`config.mk`:
```
export PLATFORM = sky130hd
export DESIGN_NAME = sm83_alu_and_bit_unit
export DESIGN_NICKNAME = d
export VERILOG_FILES = /design/src/sm83_pkg.sv /design/src/sm83_rot_bit.sv /design/src/sm83_alu_and_bit_unit.sv
export SDC_FILE = /design/constraint.sdc
export NUM_CORES = 1
export LEC_CHECK = 0
export ABC_AREA = 0
export BUFFER_PORTS_ARGS = -buffer_cell sky130_fd_sc_hd__buf_2
export CORE_MARGIN = 3
export CORE_UTILIZATION = 60
export CTS_CLUSTER_DIAMETER = 40
export CTS_CLUSTER_SIZE = 8
export DETAILED_ROUTE_END_ITERATION = 10
export PLACE_DENSITY = 0.86
export SYNTH_ARGS = -nofsm -noshare
export SYNTH_HDL_FRONTEND = slang
export SYNTH_SLANG_ARGS = --single-unit
```
`constraint.sdc`:
```
create_clock -name aclk -period 11.25 [get_ports aclk]
set_input_delay 1.125 -clock aclk [delete_from_list [all_inputs] [get_ports aclk]]
set_output_delay 1.125 -clock aclk [all_outputs]
set_load 0.03 [all_outputs]
```
`src/sm83_pkg.sv`:
```
`timescale 1ns / 1ps
`default_nettype none

package sm83_pkg;

    localparam int DataW = 8;
    localparam int WideW = 16;
    localparam int OpW   = 5;
    localparam int FlagW = 4;
    localparam int BitW  = 3;

    localparam logic [OpW-1:0] OP_ADD    = 5'd0;
    localparam logic [OpW-1:0] OP_ADC    = 5'd1;
    localparam logic [OpW-1:0] OP_SUB    = 5'd2;
    localparam logic [OpW-1:0] OP_SBC    = 5'd3;
    localparam logic [OpW-1:0] OP_AND    = 5'd4;
    localparam logic [OpW-1:0] OP_XOR    = 5'd5;
    localparam logic [OpW-1:0] OP_OR     = 5'd6;
    localparam logic [OpW-1:0] OP_CP     = 5'd7;
    localparam logic [OpW-1:0] OP_INC8   = 5'd8;
    localparam logic [OpW-1:0] OP_DEC8   = 5'd9;
    localparam logic [OpW-1:0] OP_ADD16  = 5'd10;
    localparam logic [OpW-1:0] OP_SP_REL = 5'd11;
    localparam logic [OpW-1:0] OP_RLC    = 5'd12;
    localparam logic [OpW-1:0] OP_RRC    = 5'd13;
    localparam logic [OpW-1:0] OP_RL     = 5'd14;
    localparam logic [OpW-1:0] OP_RR     = 5'd15;
    localparam logic [OpW-1:0] OP_SLA    = 5'd16;
    localparam logic [OpW-1:0] OP_SRA    = 5'd17;
    localparam logic [OpW-1:0] OP_SWAP   = 5'd18;
    localparam logic [OpW-1:0] OP_SRL    = 5'd19;
    localparam logic [OpW-1:0] OP_BIT    = 5'd20;
    localparam logic [OpW-1:0] OP_RES    = 5'd21;
    localparam logic [OpW-1:0] OP_SET    = 5'd22;

    // flag bit positions
    localparam int FlagZ = 3;
    localparam int FlagN = 2;
    localparam int FlagH = 1;
    localparam int FlagC = 0;

    typedef struct packed {
        logic [DataW-1:0] value;
        logic             carry;
        logic             bit_zero;
    } rb_res_t;

endpackage

`default_nettype wire

```
`src/sm83_rot_bit.sv`:
```
`timescale 1ns / 1ps
`default_nettype none

module sm83_rot_bit
    import sm83_pkg::*;
(
    input  wire logic [OpW-1:0]   op,
    input  wire logic [DataW-1:0] a,
    input  wire logic             cin,
    input  wire logic [BitW-1:0]  bit_index,
    output rb_res_t               res
);

    logic [DataW-1:0] mask;

    assign mask = DataW'(1) << bit_index;

    always_comb begin
        res.value    = a;
        res.carry    = 1'b0;
        res.bit_zero = ~a[bit_index];
        unique case (op)
            OP_RLC: begin
                res.value = {a[DataW-2:0], a[DataW-1]};
                res.carry = a[DataW-1];
            end
            OP_RRC: begin
                res.value = {a[0], a[DataW-1:1]};
                res.carry = a[0];
            end
            OP_RL: begin
                res.value = {a[DataW-2:0], cin};
                res.carry = a[DataW-1];
            end
            OP_RR: begin
                res.value = {cin, a[DataW-1:1]};
                res.carry = a[0];
            end
            OP_SLA: begin
                res.value = {a[DataW-2:0], 1'b0};
                res.carry = a[DataW-1];
            end
            OP_SRA: begin
                res.value = {a[DataW-1], a[DataW-1:1]};
                res.carry = a[0];
            end
            OP_SWAP: begin
                res.value = {a[3:0], a[7:4]};
            end
            OP_SRL: begin
                res.value = {1'b0, a[DataW-1:1]};
                res.carry = a[0];
            end
            OP_RES: begin
                res.value = a & ~mask;
            end
            OP_SET: begin
                res.value = a | mask;
            end
            default: begin
                res.value = a;
            end
        endcase
    end

endmodule

`default_nettype wire

```
`src/sm83_alu_and_bit_unit.sv`:
```
`timescale 1ns / 1ps
`default_nettype none
// three register stages; an accepted item moves through stage 1, stage 2 and stage 3,
// and its result leaves from the stage 3 registers
// throughput: one item per cycle; each stage moves when the one after it has room
// stage 1 decodes and shifts, stage 2 runs the adders, stage 3 selects result and flags
// reset: synchronous active-low aresetn clears all stage valid bits

module sm83_alu_and_bit_unit
    import sm83_pkg::*;
(
    input  wire logic        aclk,
    input  wire logic        aresetn,
    input  wire logic        s_tvalid,
    output logic             s_tready,
    // [15:0] first_operand, [31:16] second_operand, [35:32] flags_in,
    // [38:36] bit_index, [39] zero
    input  wire logic [39:0] s_tdata,
    // [4:0] op
    input  wire logic [4:0]  s_tuser,
    output logic             m_tvalid,
    input  wire logic        m_tready,
    // [15:0] result, [19:16] flags_out, [20] write_result, [23:21] zero
    output logic [23:0]      m_tdata
);

    // input field split
    logic [OpW-1:0]   in_op;
    logic [WideW-1:0] in_x;
    logic [WideW-1:0] in_y;
    logic [FlagW-1:0] in_fl;
    logic [BitW-1:0]  in_bi;
    logic             in_c;
    rb_res_t          in_rb;

    assign in_op = s_tuser;
    assign in_x  = s_tdata[15:0];
    assign in_y  = s_tdata[31:16];
    assign in_fl = s_tdata[35:32];
    assign in_bi = s_tdata[38:36];
    assign in_c  = ((in_op == OP_ADC) || (in_op == OP_SBC)) ? in_fl[FlagC] : 1'b0;

    sm83_rot_bit u_rot_bit (
        .op        (in_op),
        .a         (in_x[DataW-1:0]),
        .cin       (in_fl[FlagC]),
        .bit_index (in_bi),
        .res       (in_rb)
    );

    // handshake chain
    logic v1_reg, v2_reg, v3_reg;
    logic rdy1, rdy2, rdy3;

    assign rdy3     = !v3_reg || m_tready;
    assign rdy2     = !v2_reg || rdy3;
    assign rdy1     = !v1_reg || rdy2;
    assign s_tready = rdy1;
    assign m_tvalid = v3_reg;

    always_ff @(posedge aclk) begin
        if (!aresetn) begin
            v1_reg <= 1'b0;
            v2_reg <= 1'b0;
            v3_reg <= 1'b0;
        end else begin
            if (rdy1) v1_reg <= s_tvalid;
            if (rdy2) v2_reg <= v1_reg;
            if (rdy3) v3_reg <= v2_reg;
        end
    end

    // stage 1 payload
    logic [OpW-1:0]   op1_reg;
    logic [WideW-1:0] x1_reg;
    logic [WideW-1:0] wy1_reg;
    logic [DataW-1:0] b1_reg;
    logic [FlagW-1:0] fl1_reg;
    logic             c1_reg;
    rb_res_t          rb1_reg;

    always_ff @(posedge aclk) begin
        if (rdy1 && s_tvalid) begin
            op1_reg <= in_op;
            x1_reg  <= in_x;
            b1_reg  <= in_y[DataW-1:0];
            // sp_rel adds the sign-extended low byte
            wy1_reg <= (in_op == OP_SP_REL) ? {{DataW{in_y[DataW-1]}}, in_y[DataW-1:0]}
                                            : in_y;
            fl1_reg <= in_fl;
            c1_reg  <= in_c;
            rb1_reg <= in_rb;
        end
    end

    // stage 2 payload: adders
    logic [OpW-1:0]   op2_reg;
    logic [DataW-1:0] a2_reg;
    logic [FlagW-1:0] fl2_reg;
    rb_res_t          rb2_reg;
    logic [DataW:0]   sum_reg;
    logic [4:0]       hsum_reg;
    logic [DataW:0]   diff_reg;
    logic [4:0]       hdiff_reg;
    logic [WideW:0]   wsum_reg;
    logic [12:0]      wh_reg;
    logic [DataW-1:0] logic_reg;
    logic [DataW-1:0] inc_reg;
    logic [DataW-1:0] dec_reg;

    logic [DataW-1:0] a1;
    assign a1 = x1_reg[DataW-1:0];

    always_ff @(posedge aclk) begin
        if (rdy2 && v1_reg) begin
            op2_reg   <= op1_reg;
            a2_reg    <= a1;
            fl2_reg   <= fl1_reg;
            rb2_reg   <= rb1_reg;
            sum_reg   <= {1'b0, a1} + {1'b0, b1_reg} + {{DataW{1'b0}}, c1_reg};
            hsum_reg  <= {1'b0, a1[3:0]} + {1'b0, b1_reg[3:0]} + {4'd0, c1_reg};
            diff_reg  <= {1'b0, a1} - {1'b0, b1_reg} - {{DataW{1'b0}}, c1_reg};
            hdiff_reg <= {1'b0, a1[3:0]} - {1'b0, b1_reg[3:0]} - {4'd0, c1_reg};
            wsum_reg  <= {1'b0, x1_reg} + {1'b0, wy1_reg};
            wh_reg    <= {1'b0, x1_reg[11:0]} + {1'b0, wy1_reg[11:0]};
            inc_reg   <= a1 + DataW'(1);
            dec_reg   <= a1 - DataW'(1);
            unique case (op1_reg)
                OP_AND:  logic_reg <= a1 & b1_reg;
                OP_XOR:  logic_reg <= a1 ^ b1_reg;
                default: logic_reg <= a1 | b1_reg;
            endcase
        end
    end

    // stage 3: result and flag select
    logic [WideW-1:0] r_next;
    logic [FlagW-1:0] f_next;
    logic             w_next;
    logic [DataW-1:0] r8;
    logic             r8_zero;

    always_comb begin
        r8 = '0;
        unique case (op2_reg)
            OP_ADD, OP_ADC:          r8 = sum_reg[DataW-1:0];
            OP_SUB, OP_SBC, OP_CP:   r8 = diff_reg[DataW-1:0];
            OP_AND, OP_XOR, OP_OR:   r8 = logic_reg;
            OP_INC8:                 r8 = inc_reg;
            OP_DEC8:                 r8 = dec_reg;
            default:                 r8 = rb2_reg.value;
        endcase
    end

    assign r8_zero = (r8 == '0);

    always_comb begin
        r_next = {{DataW{1'b0}}, r8};
        f_next = fl2_reg;
        w_next = 1'b1;
        unique case (op2_reg)
            OP_ADD, OP_ADC: begin
                f_next = {r8_zero, 1'b0, hsum_reg[4], sum_reg[DataW]};
            end
            OP_SUB, OP_SBC, OP_CP: begin
                f_next = {r8_zero, 1'b1, hdiff_reg[4], diff_reg[DataW]};
                w_next = (op2_reg != OP_CP);
            end
            OP_AND: begin
                f_next = {r8_zero, 1'b0, 1'b1, 1'b0};
            end
            OP_XOR, OP_OR: begin
                f_next = {r8_zero, 3'b000};
            end
            OP_INC8: begin
                f_next = {r8_zero, 1'b0, (r8[3:0] == 4'h0), fl2_reg[FlagC]};
            end
            OP_DEC8: begin
                f_next = {r8_zero, 1'b1, (r8[3:0] == 4'hF), fl2_reg[FlagC]};
            end
            OP_ADD16: begin
                r_next = wsum_reg[WideW-1:0];
                f_next = {fl2_reg[FlagZ], 1'b0, wh_reg[12], wsum_reg[WideW]};
            end
            OP_SP_REL: begin
                // carries come from the unsigned low-byte sum
                r_next = wsum_reg[WideW-1:0];
                f_next = {2'b00, hsum_reg[4], sum_reg[DataW]};
            end
            OP_RLC, OP_RRC, OP_RL, OP_RR, OP_SLA, OP_SRA, OP_SWAP, OP_SRL: begin
                f_next = {r8_zero, 2'b00, rb2_reg.carry};
            end
            OP_BIT: begin
                r_next = {{DataW{1'b0}}, a2_reg};
                f_next = {rb2_reg.bit_zero, 1'b0, 1'b1, fl2_reg[FlagC]};
                w_next = 1'b0;
            end
            OP_RES, OP_SET: begin
                f_next = fl2_reg;
            end
            default: begin
                r_next = '0;
                w_next = 1'b0;
            end
        endcase
    end

    logic [WideW-1:0] res_reg;
    logic [FlagW-1:0] flags_reg;
    logic             wr_reg;

    always_ff @(posedge aclk) begin
        if (rdy3 && v2_reg) begin
            res_reg   <= r_next;
            flags_reg <= f_next;
            wr_reg    <= w_next;
        end
    end

    assign m_tdata = {3'b000, wr_reg, flags_reg, res_reg};

    // checks on the stage chain
    assert property (@(posedge aclk) !aresetn |=> !m_tvalid && !v1_reg && !v2_reg)
        else $error("pipeline not empty after reset");

    assert property (@(posedge aclk) disable iff (!aresetn)
        v2_reg && !rdy3 |=> v2_reg && $stable(wsum_reg) && $stable(op2_reg))
        else $error("stage 2 changed while stalled");

    assert property (@(posedge aclk) disable iff (!aresetn)
        v1_reg && v2_reg && v3_reg && !m_tready |-> !s_tready)
        else $error("input accepted with every stage full");

    assert property (@(posedge aclk) disable iff (!aresetn)
        rdy3 && v2_reg && (op2_reg == OP_CP || op2_reg == OP_BIT) |=> !m_tdata[20])
        else $error("compare or bit test wrote its result");

endmodule

`default_nettype wire

```
* After elaboration in Yosys (flattened, before gate mapping)
Cells that the tools add are included.
Widths: inputs -> output; s select.
** Storage, ports and cells
- Bits in registers :: 193
- Bits of input ports :: 49
** Cells by class
- Add/subtract/negate cells :: 12
- Equal/unequal tests :: 39
- Shifts and indexed selects :: 1
- Muxes and demuxes :: 10
- Bitwise logic cells :: 7
- $lt $le $gt $ge :: 1
- Reductions and logical operators :: 23
** Operator list (number)
- $pmux 8 s10 :: 1
- $eq 5x4->1 const B :: 13
- $eq 5x5->1 const B :: 13
- $pmux 16 s3 :: 1
- $pmux 4 s10 :: 1
- $pmux 8 s5 :: 1
- $eq 5x3->1 const B :: 6
- $reduce_or 20->1 :: 1
- $reduce_or 19->1 :: 1
- $add 16x16->17 :: 1
- $and 8x8->8 :: 2
- $mux 16 :: 1
- $or 8x8->8 :: 2
- $pmux 8 s2 :: 1
- $eq 5x2->1 const B :: 3
- $add 12x12->13 :: 1
- $eq 5x1->1 const B :: 2
- $add 8x8->9 :: 1
- $add 9x1->9 :: 1
- $reduce_or 3->1 :: 3
- $sub 8x8->9 :: 1
- $sub 9x1->9 :: 1
- $add 8x1->8 const B :: 1
- $logic_not 8->1 :: 1
- 23 further kinds :: 33

* Longest topological paths before layout
Gate-level depths: netlist of run 1.
- Depth in word-level cells :: 5
- Gate-level depth with buffers :: 12

* Modules after synthesis
Synthesis of run 1 repeated with hierarchy kept, for this count alone.
** Second synthesis, totals
- Cells, all modules :: 732
- Area total of the unflattened synthesis :: 8692.1 um^2
** Modules (own cells, without submodules)
- sm83_alu_and_bit_unit :: area an instance 8075.2 um^2, sequential area each 4894.7 um^2, cells an instance 648, times used 1
- sm83_rot_bit :: area an instance 616.8 um^2, sequential area each 0.0 um^2, cells an instance 84, times used 1

* Worst setup path after synthesis of run 1
No wires, ideal clock.
- Kind :: input to register
- From :: input port m_tready
- To :: register a2_reg[0], enable pin
- Path buffers :: 0
- Library setup time :: 669 ps
- Path slack :: 2980 ps
- Stages :: 2
- Required time :: 10581 ps
- Data arrival time :: 7601 ps
- Cells stage by stage :: nor2b_1 -> a21boi_0
** On the way
- Cells in the longest elaborated chain, start to end :: 3
** RTL lines
- start: declaration :: RTL line sm83_alu_and_bit_unit.sv:22 : input wire logic m_tready,
- $logic_or 1x1->1 :: RTL line sm83_alu_and_bit_unit.sv:55 : assign rdy3 = !v3_reg || m_tready;
- $logic_or 1x1->1 :: RTL line sm83_alu_and_bit_unit.sv:56 : assign rdy2 = !v2_reg || rdy3;
- $logic_and 1x1->1 :: RTL line sm83_alu_and_bit_unit.sv:115 : if (rdy2 && v1_reg) begin
- end signal: assignment :: RTL line sm83_alu_and_bit_unit.sv:117 : a2_reg <= a1;
- end: declaration :: RTL line sm83_alu_and_bit_unit.sv:98 : logic [DataW-1:0] a2_reg;
Every way passes these cells.
A chain may end at the register's enable or synchronous reset.

* Worst setup path after layout of run 1
- From :: input port m_tready
- To :: output port s_tready
** On the way
- Cells in the longest elaborated chain, start to end :: 3
** RTL lines
- $logic_or 1x1->1 :: RTL line sm83_alu_and_bit_unit.sv:55
- $logic_or 1x1->1 :: RTL line sm83_alu_and_bit_unit.sv:56
- $logic_or 1x1->1 :: RTL line sm83_alu_and_bit_unit.sv:57 : assign rdy1 = !v1_reg || rdy2;
- end: declaration :: RTL line sm83_alu_and_bit_unit.sv:15 : output logic s_tready,
Every way passes these cells.

==> flow_metrics.tcl, run 1 <==
set metrics [dict create \
    status "complete, no violations" \
    fmax_ghz 0.3096 \
    clkLatencyLatePin_ns 0.43 \
    fin_crit_ns 3.230 \
    port_buffers 70 \
    setup_viol 0 \
    yosys_most_used_dff "edfxtp_1" \
    rsz0062_at_grt "no" \
    synth.top_cell.area_share_pct 57.43 \
    cts.clk_slew.worst_paths_ns 0.06 \
    grt_pass1_wl_mm 29.02 \
    vias 5718 \
    row_count 42 \
    synth-edff-count 161 \
    crit_required_ns 10.13 \
    layout_common_cells "edfxtp_1 (161), buf_2 (70), nor2_1 (47)" \
    min_from "rb1_reg[3]" \
    placed_area_um2 8896 \
    ff2ff_path_depth 9 \
    layout_worst_path_cycle_share_pct 28.72 \
    synth-seq-cells 164 \
    tightest_slew_ns 1.068 \
    antenna_found_initial 0 \
    synth.distinct_cells 65 \
    cap_violations 0 \
    die_y_um 124.5 \
    largest_reg_flops 17 \
    yosysWarnings 0 \
    syn_area_per_cell_um2 12.34 \
    chipWidth_um 124.5 \
    grt_pass1_vias 5483 \
    slew_headroom_pct 28.80 \
    drt_pass1_iterations 5 \
    worstSetupEndpointType "output pin" \
    cts_resized 0 \
    path_cells "buf_2, nor2b_1, nand3_1, buf_2" \
    yosys.area.top_type "edfxtp_1" \
    worstHoldPathCells 0 \
    postCtsSetupRepairBufs 0 \
    grt_start_max_net_pins 89 \
    p_per_area_nw_per_um2 167.2 \
    async_flop_share_pct 0 \
    cts_buffers 17 \
    fp.coreArea_um2 13510 \
    dp_cells 898 \
    hp-class "register to register" \
    routed_wl_mm 18.16 \
    finalHoldViolCount 0 \
    drc 0 \
    final_layout_size_suffix_gt1_share_pct 16.18 \
    crit_family "simple AND/OR/NAND/NOR gates" \
    grt.total_usage_pct 23.95 \
    cp_num_cells 4 \
    timing.critical_path.buf_inv 2 \
    synthTopCellsByArea "edfxtp_1 (57%), ha_1 (5.9%), mux2i_1 (2.6%), xnor2_1 (2.6%), a21oi_1 (2.1%)" \
    ir_drop_uv 122.8 \
    leakage_nw 3.642 \
    fin_ws_ns 8.020 \
    root_buffer "clkbuf_16" \
    via_per_inst 6.148 \
    syn_inst 682 \
    pre_cts_ws_ns 8.027 \
    final_cell_count_no_fill 930 \
    cts_tree "done" \
    area_growth_syn_to_layout_pct 12.89 \
    dieArea_um2 15490 \
    initial_core_util_pct 62.33 \
    grt_overflow 0 \
    crit_path_max_incr_delay_ns 0.50 \
    clock_skew_ns 0.01665 \
    place_congestion 0.9559 \
    cts_max_path_buffers 2 \
    slowest_stage "nor2b_1" \
    crit_top_cell "buf_2" \
    nets 835 \
    hpwl_mm 13.02 \
    ys_seq_area_share_pct 58.15 \
    ios 75 \
    insertedDiodeCount 0 \
    fin_util_pct 70.36 \
    cts_hold_buf 0 \
    critical_path.max_fanout 6 \
    cts.htree.levels 4 \
    crit_path_start "m_tready" \
    final.setup.tns_ns 0 \
    cts.sinks 164 \
    drt_iter0_markers 673 \
    worstSetupPathType "input port to output pin" \
    drt-wirelength-per-cell_um 19.53 \
    synthesis.area_um2 8418 \
    rr_startpoint "x1_reg[1]" \
    start_kind "input port" \
    arrival_ns 2.11 \
    antenna_left 0 \
    final_area_um2 9503 \
    final_common_cell "edfxtp_1" \
    slew_violations 0 \
]
-- worst paths after layout --
check	end	slack, ns
setup / recovery	s_tready	8.02
hold / removal	rb2_reg[3]	0.42
setup reg to reg	wsum_reg[15]	8.09
hold reg to reg	rb2_reg[3]	0.42
-- metal layers --
layer / global-route usage (%) / vias up / wire length, um
met3: 6.046 / 51 / 1668
met5: 0 / - / 0
li1: - / 2662 / -
met2: 39.06 / 309 / 8842
met4: 10.25 / 0 / 648
met1: 30.57 / 2696 / 7003
-- per-stage QoR --
step                power [W]  hold WS (ns)
floorplan           0.0009417        0.4003
global placement    0.0009956        0.4023
detailed placement   0.001009        0.4052
CTS                  0.001594        0.4197
global route         0.001653        0.4241
finish               0.001589        0.4164
-- power by group --
group / internal, W / switching, W / total (W)
sequential: 0.000738 / 0.0000301 / 0.000768
clock: 0.000353 / 0.000234 / 0.000587
combinational: 0.0000932 / 0.000140 / 0.000234
total: 0.00118 / 0.000405 / 0.00159
-- synth_stat cells (all sizes together) (9+ instances only) --
master / count
a21o: 24
a21oi: 37
a22oi: 11
a31oi: 13
and2: 9
buf: 15
clkbuf: 22
edfxtp: 161
ha: 40
inv: 36
mux2i: 22
nand2: 29
nand3: 24
nor2: 47
nor3: 10
o21a: 9
o21ai: 32
o22ai: 12
xnor2: 25
xor2: 14
-- area by class of cell --
cell class | instances | area (um2)
flip-flops and latches | 164 | 4895
fillers | 907 | 4003
multi-input cells | 447 | 3258
clock buffers | 19 | 432.9
repair buffers | 75 | 387.9
well taps | 176 | 220.2
clock inverters | 13 | 173.9
inverters | 36 | 135.1
-- kinds of logic after synthesis --
logic type | Yosys count | synth area share (%)
other cells | 1 | 0.04455
xor+xnor | 39 | 4.058
simple gates | 165 | 10.27
flops | 164 | 58.15
mux | 24 | 3.151
compound gates | 171 | 13.54
buf+inv | 73 | 3.656
fa+ha+maj | 45 | 7.134
Power figures use the tool's default switching activity.
==> inputs of run 2 (changes only) <==
--- a/config.mk
+++ b/config.mk
@@ -8,11 +8,11 @@
 export ABC_AREA = 0
 export BUFFER_PORTS_ARGS = -buffer_cell sky130_fd_sc_hd__buf_2
 export CORE_MARGIN = 3
-export CORE_UTILIZATION = 60
+export CORE_UTILIZATION = 54
 export CTS_CLUSTER_DIAMETER = 40
 export CTS_CLUSTER_SIZE = 8
 export DETAILED_ROUTE_END_ITERATION = 10
-export PLACE_DENSITY = 0.86
+export PLACE_DENSITY = 0.82
 export SYNTH_ARGS = -nofsm -noshare
 export SYNTH_HDL_FRONTEND = slang
 export SYNTH_SLANG_ARGS = --single-unit
==> constraint.sdc (replaced) <==
create_clock -name aclk -period 2.8 [get_ports aclk]
set_input_delay 0.28 -clock aclk [delete_from_list [all_inputs] [get_ports aclk]]
set_output_delay 0.28 -clock aclk [all_outputs]
set_load 0.03 [all_outputs]
==> flow_metrics.tcl, run 2 (synthesis results as in run 1) <==
set metrics [dict create \
    chipWidth_um 130.9 \
    crit_top_cell "a21o_1" \
    cts.htree.levels 4 \
    slew_violations 0 \
    routed_wl_mm 18.53 \
    grt_overflow 0 \
    row_count 45 \
    grt_pass1_wl_mm 28.64 \
    tightest_slew_ns 0.6827 \
    finalPower_w 0.006458 \
    ir_drop_uv 463.1 \
    arrival_ns 2.82 \
    grt_pass1_vias 5531 \
    clock_skew_ns 0.006665 \
    p_per_area_nw_per_um2 661.0 \
    antenna_found_initial 0 \
    status "complete, no violations" \
    cts_max_path_buffers 2 \
    multiInputGateArea_um2 3266 \
    slowest_stage "edfxtp_1" \
    worstSetupPathType "register to register" \
    hp-class "input port to register" \
    nets 865 \
    critical_path.max_fanout 3 \
    grt.total_usage_pct 22.23 \
    largest_reg_flops 17 \
    initial_core_util_pct 55.37 \
    final_layout_size_suffix_gt1_share_pct 20.03 \
    insertedDiodeCount 0 \
    crit_family "compound AO/OA/AOI/OAI gates" \
    grt_start_max_net_pins 65 \
    cts.clk_slew.worst_paths_ns 0.06 \
    root_buffer "clkbuf_16" \
    slew_headroom_pct 54.39 \
    cts_buffers 17 \
    layout_worst_path_cycle_share_pct 94.38 \
    vias 5734 \
    drc 0 \
    place_congestion 0.9675 \
    drt_iter0_markers 597 \
    path_cells "inv_1, ha_1, a21o_1, a21o_1, a2111oi_2, buf_4, o31a_1, nand2b_1, a21oi_1, xor2_1" \
    final.setup.tns_ns 0 \
    fillers 1128 \
    final_common_cell "edfxtp_1" \
    timing.critical_path.buf_inv 2 \
    cts_tree "done" \
    fin_crit_ns 2.643 \
    cts.sinks 164 \
    finalHoldViolCount 0 \
    rsz0062_at_grt "no" \
    hpwl_mm 13.77 \
    antenna_left 0 \
    clkLatencyLatePin_ns 0.43 \
    drt_pass1_iterations 6 \
    drt-wirelength-per-cell_um 19.07 \
    worstSetupEndpointType "register" \
    leakage_nw 3.799 \
    dp_cells 939 \
    port_buffers 70 \
    final-seq-area_um2 4895 \
    dieArea_um2 17120 \
    crit_required_ns 2.97 \
    crit_path_max_incr_delay_ns 0.43 \
    die_y_um 130.9 \
    setup_viol 0 \
    ios 75 \
    cap_violations 0 \
    start_kind "register" \
    layout_common_cells "edfxtp_1 (161), buf_2 (70), nor2_1 (47)" \
    final_cell_count_no_fill 972 \
    fp.coreArea_um2 15200 \
    fmax_ghz 0.3784 \
    via_per_inst 5.899 \
    area_growth_syn_to_layout_pct 16.07 \
    fin_util_pct 64.27 \
]
==> run 2: cell types whose count changed in the layout (fill, tap and decap cells not counted), sizes merged <==
cell	before	now
clkbuf	19	18
buf	75	105
inv	39	40
==> run 2: report_power, final <==
part / internal, W / switching, W / total [W]
registers: 0.00296 / 0.0000986 / 0.00306
logic: 0.000421 / 0.000594 / 0.00101
clock network: 0.00144 / 0.000944 / 0.00238
==> run 2: cell type report <==
cell class,instances,share of cell area (%)
flip-flops and latches,164,50.10
multi-input cells,447,33.42
repair buffers,105,6.403
clock buffers,18,4.495
well taps,188,2.407
clock inverters,14,1.793
inverters,36,1.383
==> run 2: path summary, 6_finish.rpt <==
path | startpoint | endpoint | slack [ns] | depth (start not counted)
max reg2reg | wy1_reg[1] | wsum_reg[15] | 0.16 | 10
min | s_tdata[20] | wy1_reg[4] | 0.02 | 1
max | wy1_reg[1] | wsum_reg[15] | 0.16 | 10
min reg2reg | rb1_reg[6] | rb2_reg[6] | 0.42 | 0
==> run 2: metal layers <==
layer	vias up	wire [um]	GRT usage, %
li1	2728	-	-
met2	288	9288	36.03
met4	0	465	10.04
met5	-	0	0
met1	2684	7578	29.51
met3	34	1201	3.862
==> run 2: per-stage QoR <==
step | area, um2 | hold slack (ns) | setup slack, ns
after floorplan | 8443 | 0.3789 | 0.06157
after global placement | 9141 | 0.4037 | 0.2289
after detailed placement | 9141 | 0.4045 | 0.1658
after CTS | 9756 | 0.005632 | 0.09236
after global routing | 9771 | 0.006174 | 0.01259
final | 9771 | 0.02432 | 0.1574
==> run 2: what timing repair did <==
| action | CTS | global route |
|---|---|---|
| resized for setup | 0 | 4 |
| endpoints found under the setup margin | 0 | 1 |
| buffers inserted | 0 | 1 |
| hold buffers | 0 | 0 |
==> inputs of run 3 (changes only) <==
--- a/config.mk
+++ b/config.mk
@@ -7,7 +7,7 @@
 export LEC_CHECK = 0
 export ABC_AREA = 0
 export BUFFER_PORTS_ARGS = -buffer_cell sky130_fd_sc_hd__buf_2
-export CORE_MARGIN = 3
+export CORE_MARGIN = 2
 export CORE_UTILIZATION = 54
 export CTS_CLUSTER_DIAMETER = 40
 export CTS_CLUSTER_SIZE = 8
@@ -15,4 +15,5 @@
 export PLACE_DENSITY = 0.82
 export SYNTH_ARGS = -nofsm -noshare
 export SYNTH_HDL_FRONTEND = slang
+export SYNTH_HIERARCHICAL = 1
 export SYNTH_SLANG_ARGS = --single-unit
==> flow_metrics.tcl, run 3 <==
set metrics [dict create \
    multiInputGateArea_um2 3492 \
    largest_reg_flops 17 \
    synthTopCellsByArea "edfxtp_1 (56%), ha_1 (5.8%), o21ai_0 (3.1%), xnor2_1 (2.5%), nand2_1 (2.4%)" \
    grt_start_max_net_pins 89 \
    final.setup.tns_ns 0 \
    chipWidth_um 130.9 \
    antenna_left 0 \
    initial_core_util_pct 54.92 \
    worstHoldPathCells 1 \
    worstSetupPathType "register to register" \
    dp_cells 1011 \
    arrival_ns 2.75 \
    final-seq-area_um2 4895 \
    grt_overflow 0 \
    ir_drop_uv 689.9 \
    synth-edff-count 161 \
    yosysWarnings 6 \
    synthesis.area_um2 8692 \
    crit_path_max_incr_delay_ns 0.41 \
    die_y_um 130.9 \
    yosys_most_used_dff "edfxtp_1" \
    leakage_nw 3.828 \
    p_sw_share_pct 26.95 \
    vias 6050 \
    timing.critical_path.buf_inv 2 \
    path_cells "inv_1, fa_1, inv_1, fa_1, a21oi_1, o21ai_0, a21o_1, a21oi_1, o21ai_0" \
    synth-seq-cells 164 \
    nets 909 \
    layout_common_cells "edfxtp_1 (161), buf_2 (70), nand2_1 (56)" \
    fillers 1200 \
    finalHoldViolCount 0 \
    worstSetupEndpointType "register" \
    slew_violations 0 \
    routed_wl_mm 19.08 \
    dieArea_um2 17130 \
    tightest_slew_ns 1.025 \
    cts_tree "done" \
    clock_skew_ns 0.01063 \
    power.switching_w 0.001746 \
    root_buffer "clkbuf_16" \
    insertedDiodeCount 0 \
    placed_area_um2 9390 \
    cp_num_cells 9 \
    rsz0062_at_grt "no" \
    port_buffers 70 \
    grt.total_usage_pct 23.30 \
    p_comb_share_pct 16.6 \
    crit_family "compound AO/OA/AOI/OAI gates" \
    cts_buffers 17 \
    ys_seq_area_share_pct 56.31 \
    fin_crit_ns 2.585 \
    syn_inst 732 \
    p_per_area_nw_per_um2 647.6 \
    drt-wirelength-per-cell_um 18.28 \
    ff2ff_path_depth 9 \
    place_congestion 0.9566 \
    synth.distinct_cells 74 \
    crit_required_ns 2.97 \
    slowest_stage "edfxtp_1" \
    internal_power_w 0.004731 \
    final_cell_count_no_fill 1044 \
    final_common_cell "edfxtp_1" \
    clkLatencyLatePin_ns 0.44 \
    antenna_found_initial 0 \
    start_kind "register" \
    fmax_ghz 0.3869 \
    cts.sinks 164 \
    cts_max_path_buffers 2 \
    via_per_inst 5.795 \
    grt_pass1_vias 5495 \
    syn_area_per_cell_um2 11.87 \
    setup_viol 0 \
    drt_iter0_markers 749 \
    cts.htree.levels 4 \
    status "complete, no violations" \
    area_growth_syn_to_layout_pct 15.07 \
    grt_pass1_wl_mm 29.45 \
    ios 75 \
    fp.coreArea_um2 15830 \
    hp-class "input port to register" \
    synth.top_cell.area_share_pct 55.62 \
    layout_worst_path_cycle_share_pct 92.31 \
    critical_path.max_fanout 4 \
    yosys.area.top_type "edfxtp_1" \
    cts.clk_slew.worst_paths_ns 0.06 \
    drc 0 \
    drt_pass1_iterations 7 \
    seq_power_share_pct 47.1 \
    yosysMostFrequentCell "edfxtp_1" \
    async_flop_share_pct 0 \
    synth_commonest_cells "edfxtp_1 (161), nand2_1 (56), o21ai_0 (53)" \
    hpwl_mm 13.93 \
    cap_violations 0 \
    final_layout_size_suffix_gt1_share_pct 18.00 \
    row_count 46 \
    final_area_um2 10000 \
    slew_headroom_pct 31.39 \
    clock_power_share_pct 36.2 \
]
==> run 3: cell types whose count changed after synthesis, sizes merged, moves of 6 or more <==
cell	change
xor2	-7
a21o	-17
a22oi	+8
o21ai	+22
nor2	-8
a21oi	-8
nand2	+27
a31oi	-8
o22ai	-10
buf	-6
nand3	-8
nor2b	+6
inv	+16
==> run 3: layer usage <==
metal	wire length, um	vias up	part of all wire (%)	GRT usage (%)
met4	414	0	2.2	8.949
met2	8818	240	46	35.26
li1	-	2906	-	-
met1	8621	2868	45	33.40
met5	0	-	0	0
met3	1227	36	6.4	4.764
==> run 3: per-stage QoR <==
| step | power, W | setup slack [ns] | hold slack (ns) | util, % |
|---|---|---|---|---|
| 2_1_floorplan | 0.003822 | 0.06157 | 0.3789 | - |
| 3_3_place_gp | 0.004122 | 0.2260 | 0.4012 | 59.33 |
| 3_5_place_dp | 0.004158 | 0.1269 | 0.4045 | 59.33 |
| 4_1_cts | 0.006491 | 0.1074 | 0.00005868 | 63.10 |
| 5_1_grt | 0.006734 | 0.02783 | 0.002463 | 63.19 |
| 6_report | 0.006477 | 0.2154 | 0.01604 | 63.19 |
==> run 3: path summary, 6_finish.rpt <==
kind	start	endpoint	slack, ns
setup / recovery	x1_reg[0]	sum_reg[8]	0.22
hold / removal	s_tdata[22]	wy1_reg[6]	0.02
setup reg to reg	x1_reg[0]	sum_reg[8]	0.22
hold reg to reg	rb1_reg[7]	rb2_reg[7]	0.42
==> run 3: kinds of logic (layout without fill, tap and decap cells) <==
kind of cell / count (synthesis) / after routing / synth area share, %
muxes: 23 / 23 / 2.980
buffers and inverters: 85 / 179 / 4.059
other: 1 / 3 / 0.04314
xor gates and xnor gates: 32 / 32 / 3.224
AOI/OAI and AO/OA: 185 / 185 / 14.81
DFF: 164 / 164 / 56.31
and+or+nand+nor: 197 / 197 / 11.66
adders and majority gates: 45 / 45 / 6.910
==> run 3: cell type report <==
class | instances | share of cell area, %
sequential | 164 | 48.94
inverter | 52 | 1.951
clock inverter | 15 | 1.714
tap | 216 | 2.702
timing repair buffer | 95 | 5.529
clock buffer | 17 | 4.253
multi-input combinational | 485 | 34.91
==> run 3: power groups by stage <==
stage / registers (W) / logic, W / clock network, W
global route: 0.00307 / 0.00119 / 0.00247
global placement: 0.00309 / 0.00103 / 0
floorplan: 0.00309 / 0.000735 / 0
finish: 0.00305 / 0.00108 / 0.00235
CTS: 0.00305 / 0.00106 / 0.00238
detailed placement: 0.00310 / 0.00105 / 0
==> run 3: repair_timing <==
action | CTS | global route
setup endpoints to repair | 0 | 6
buffers inserted | 0 | 0
hold buffers | 0 | 1
endpoints found under the hold margin | 0 | 1
resized for setup | 0 | 4
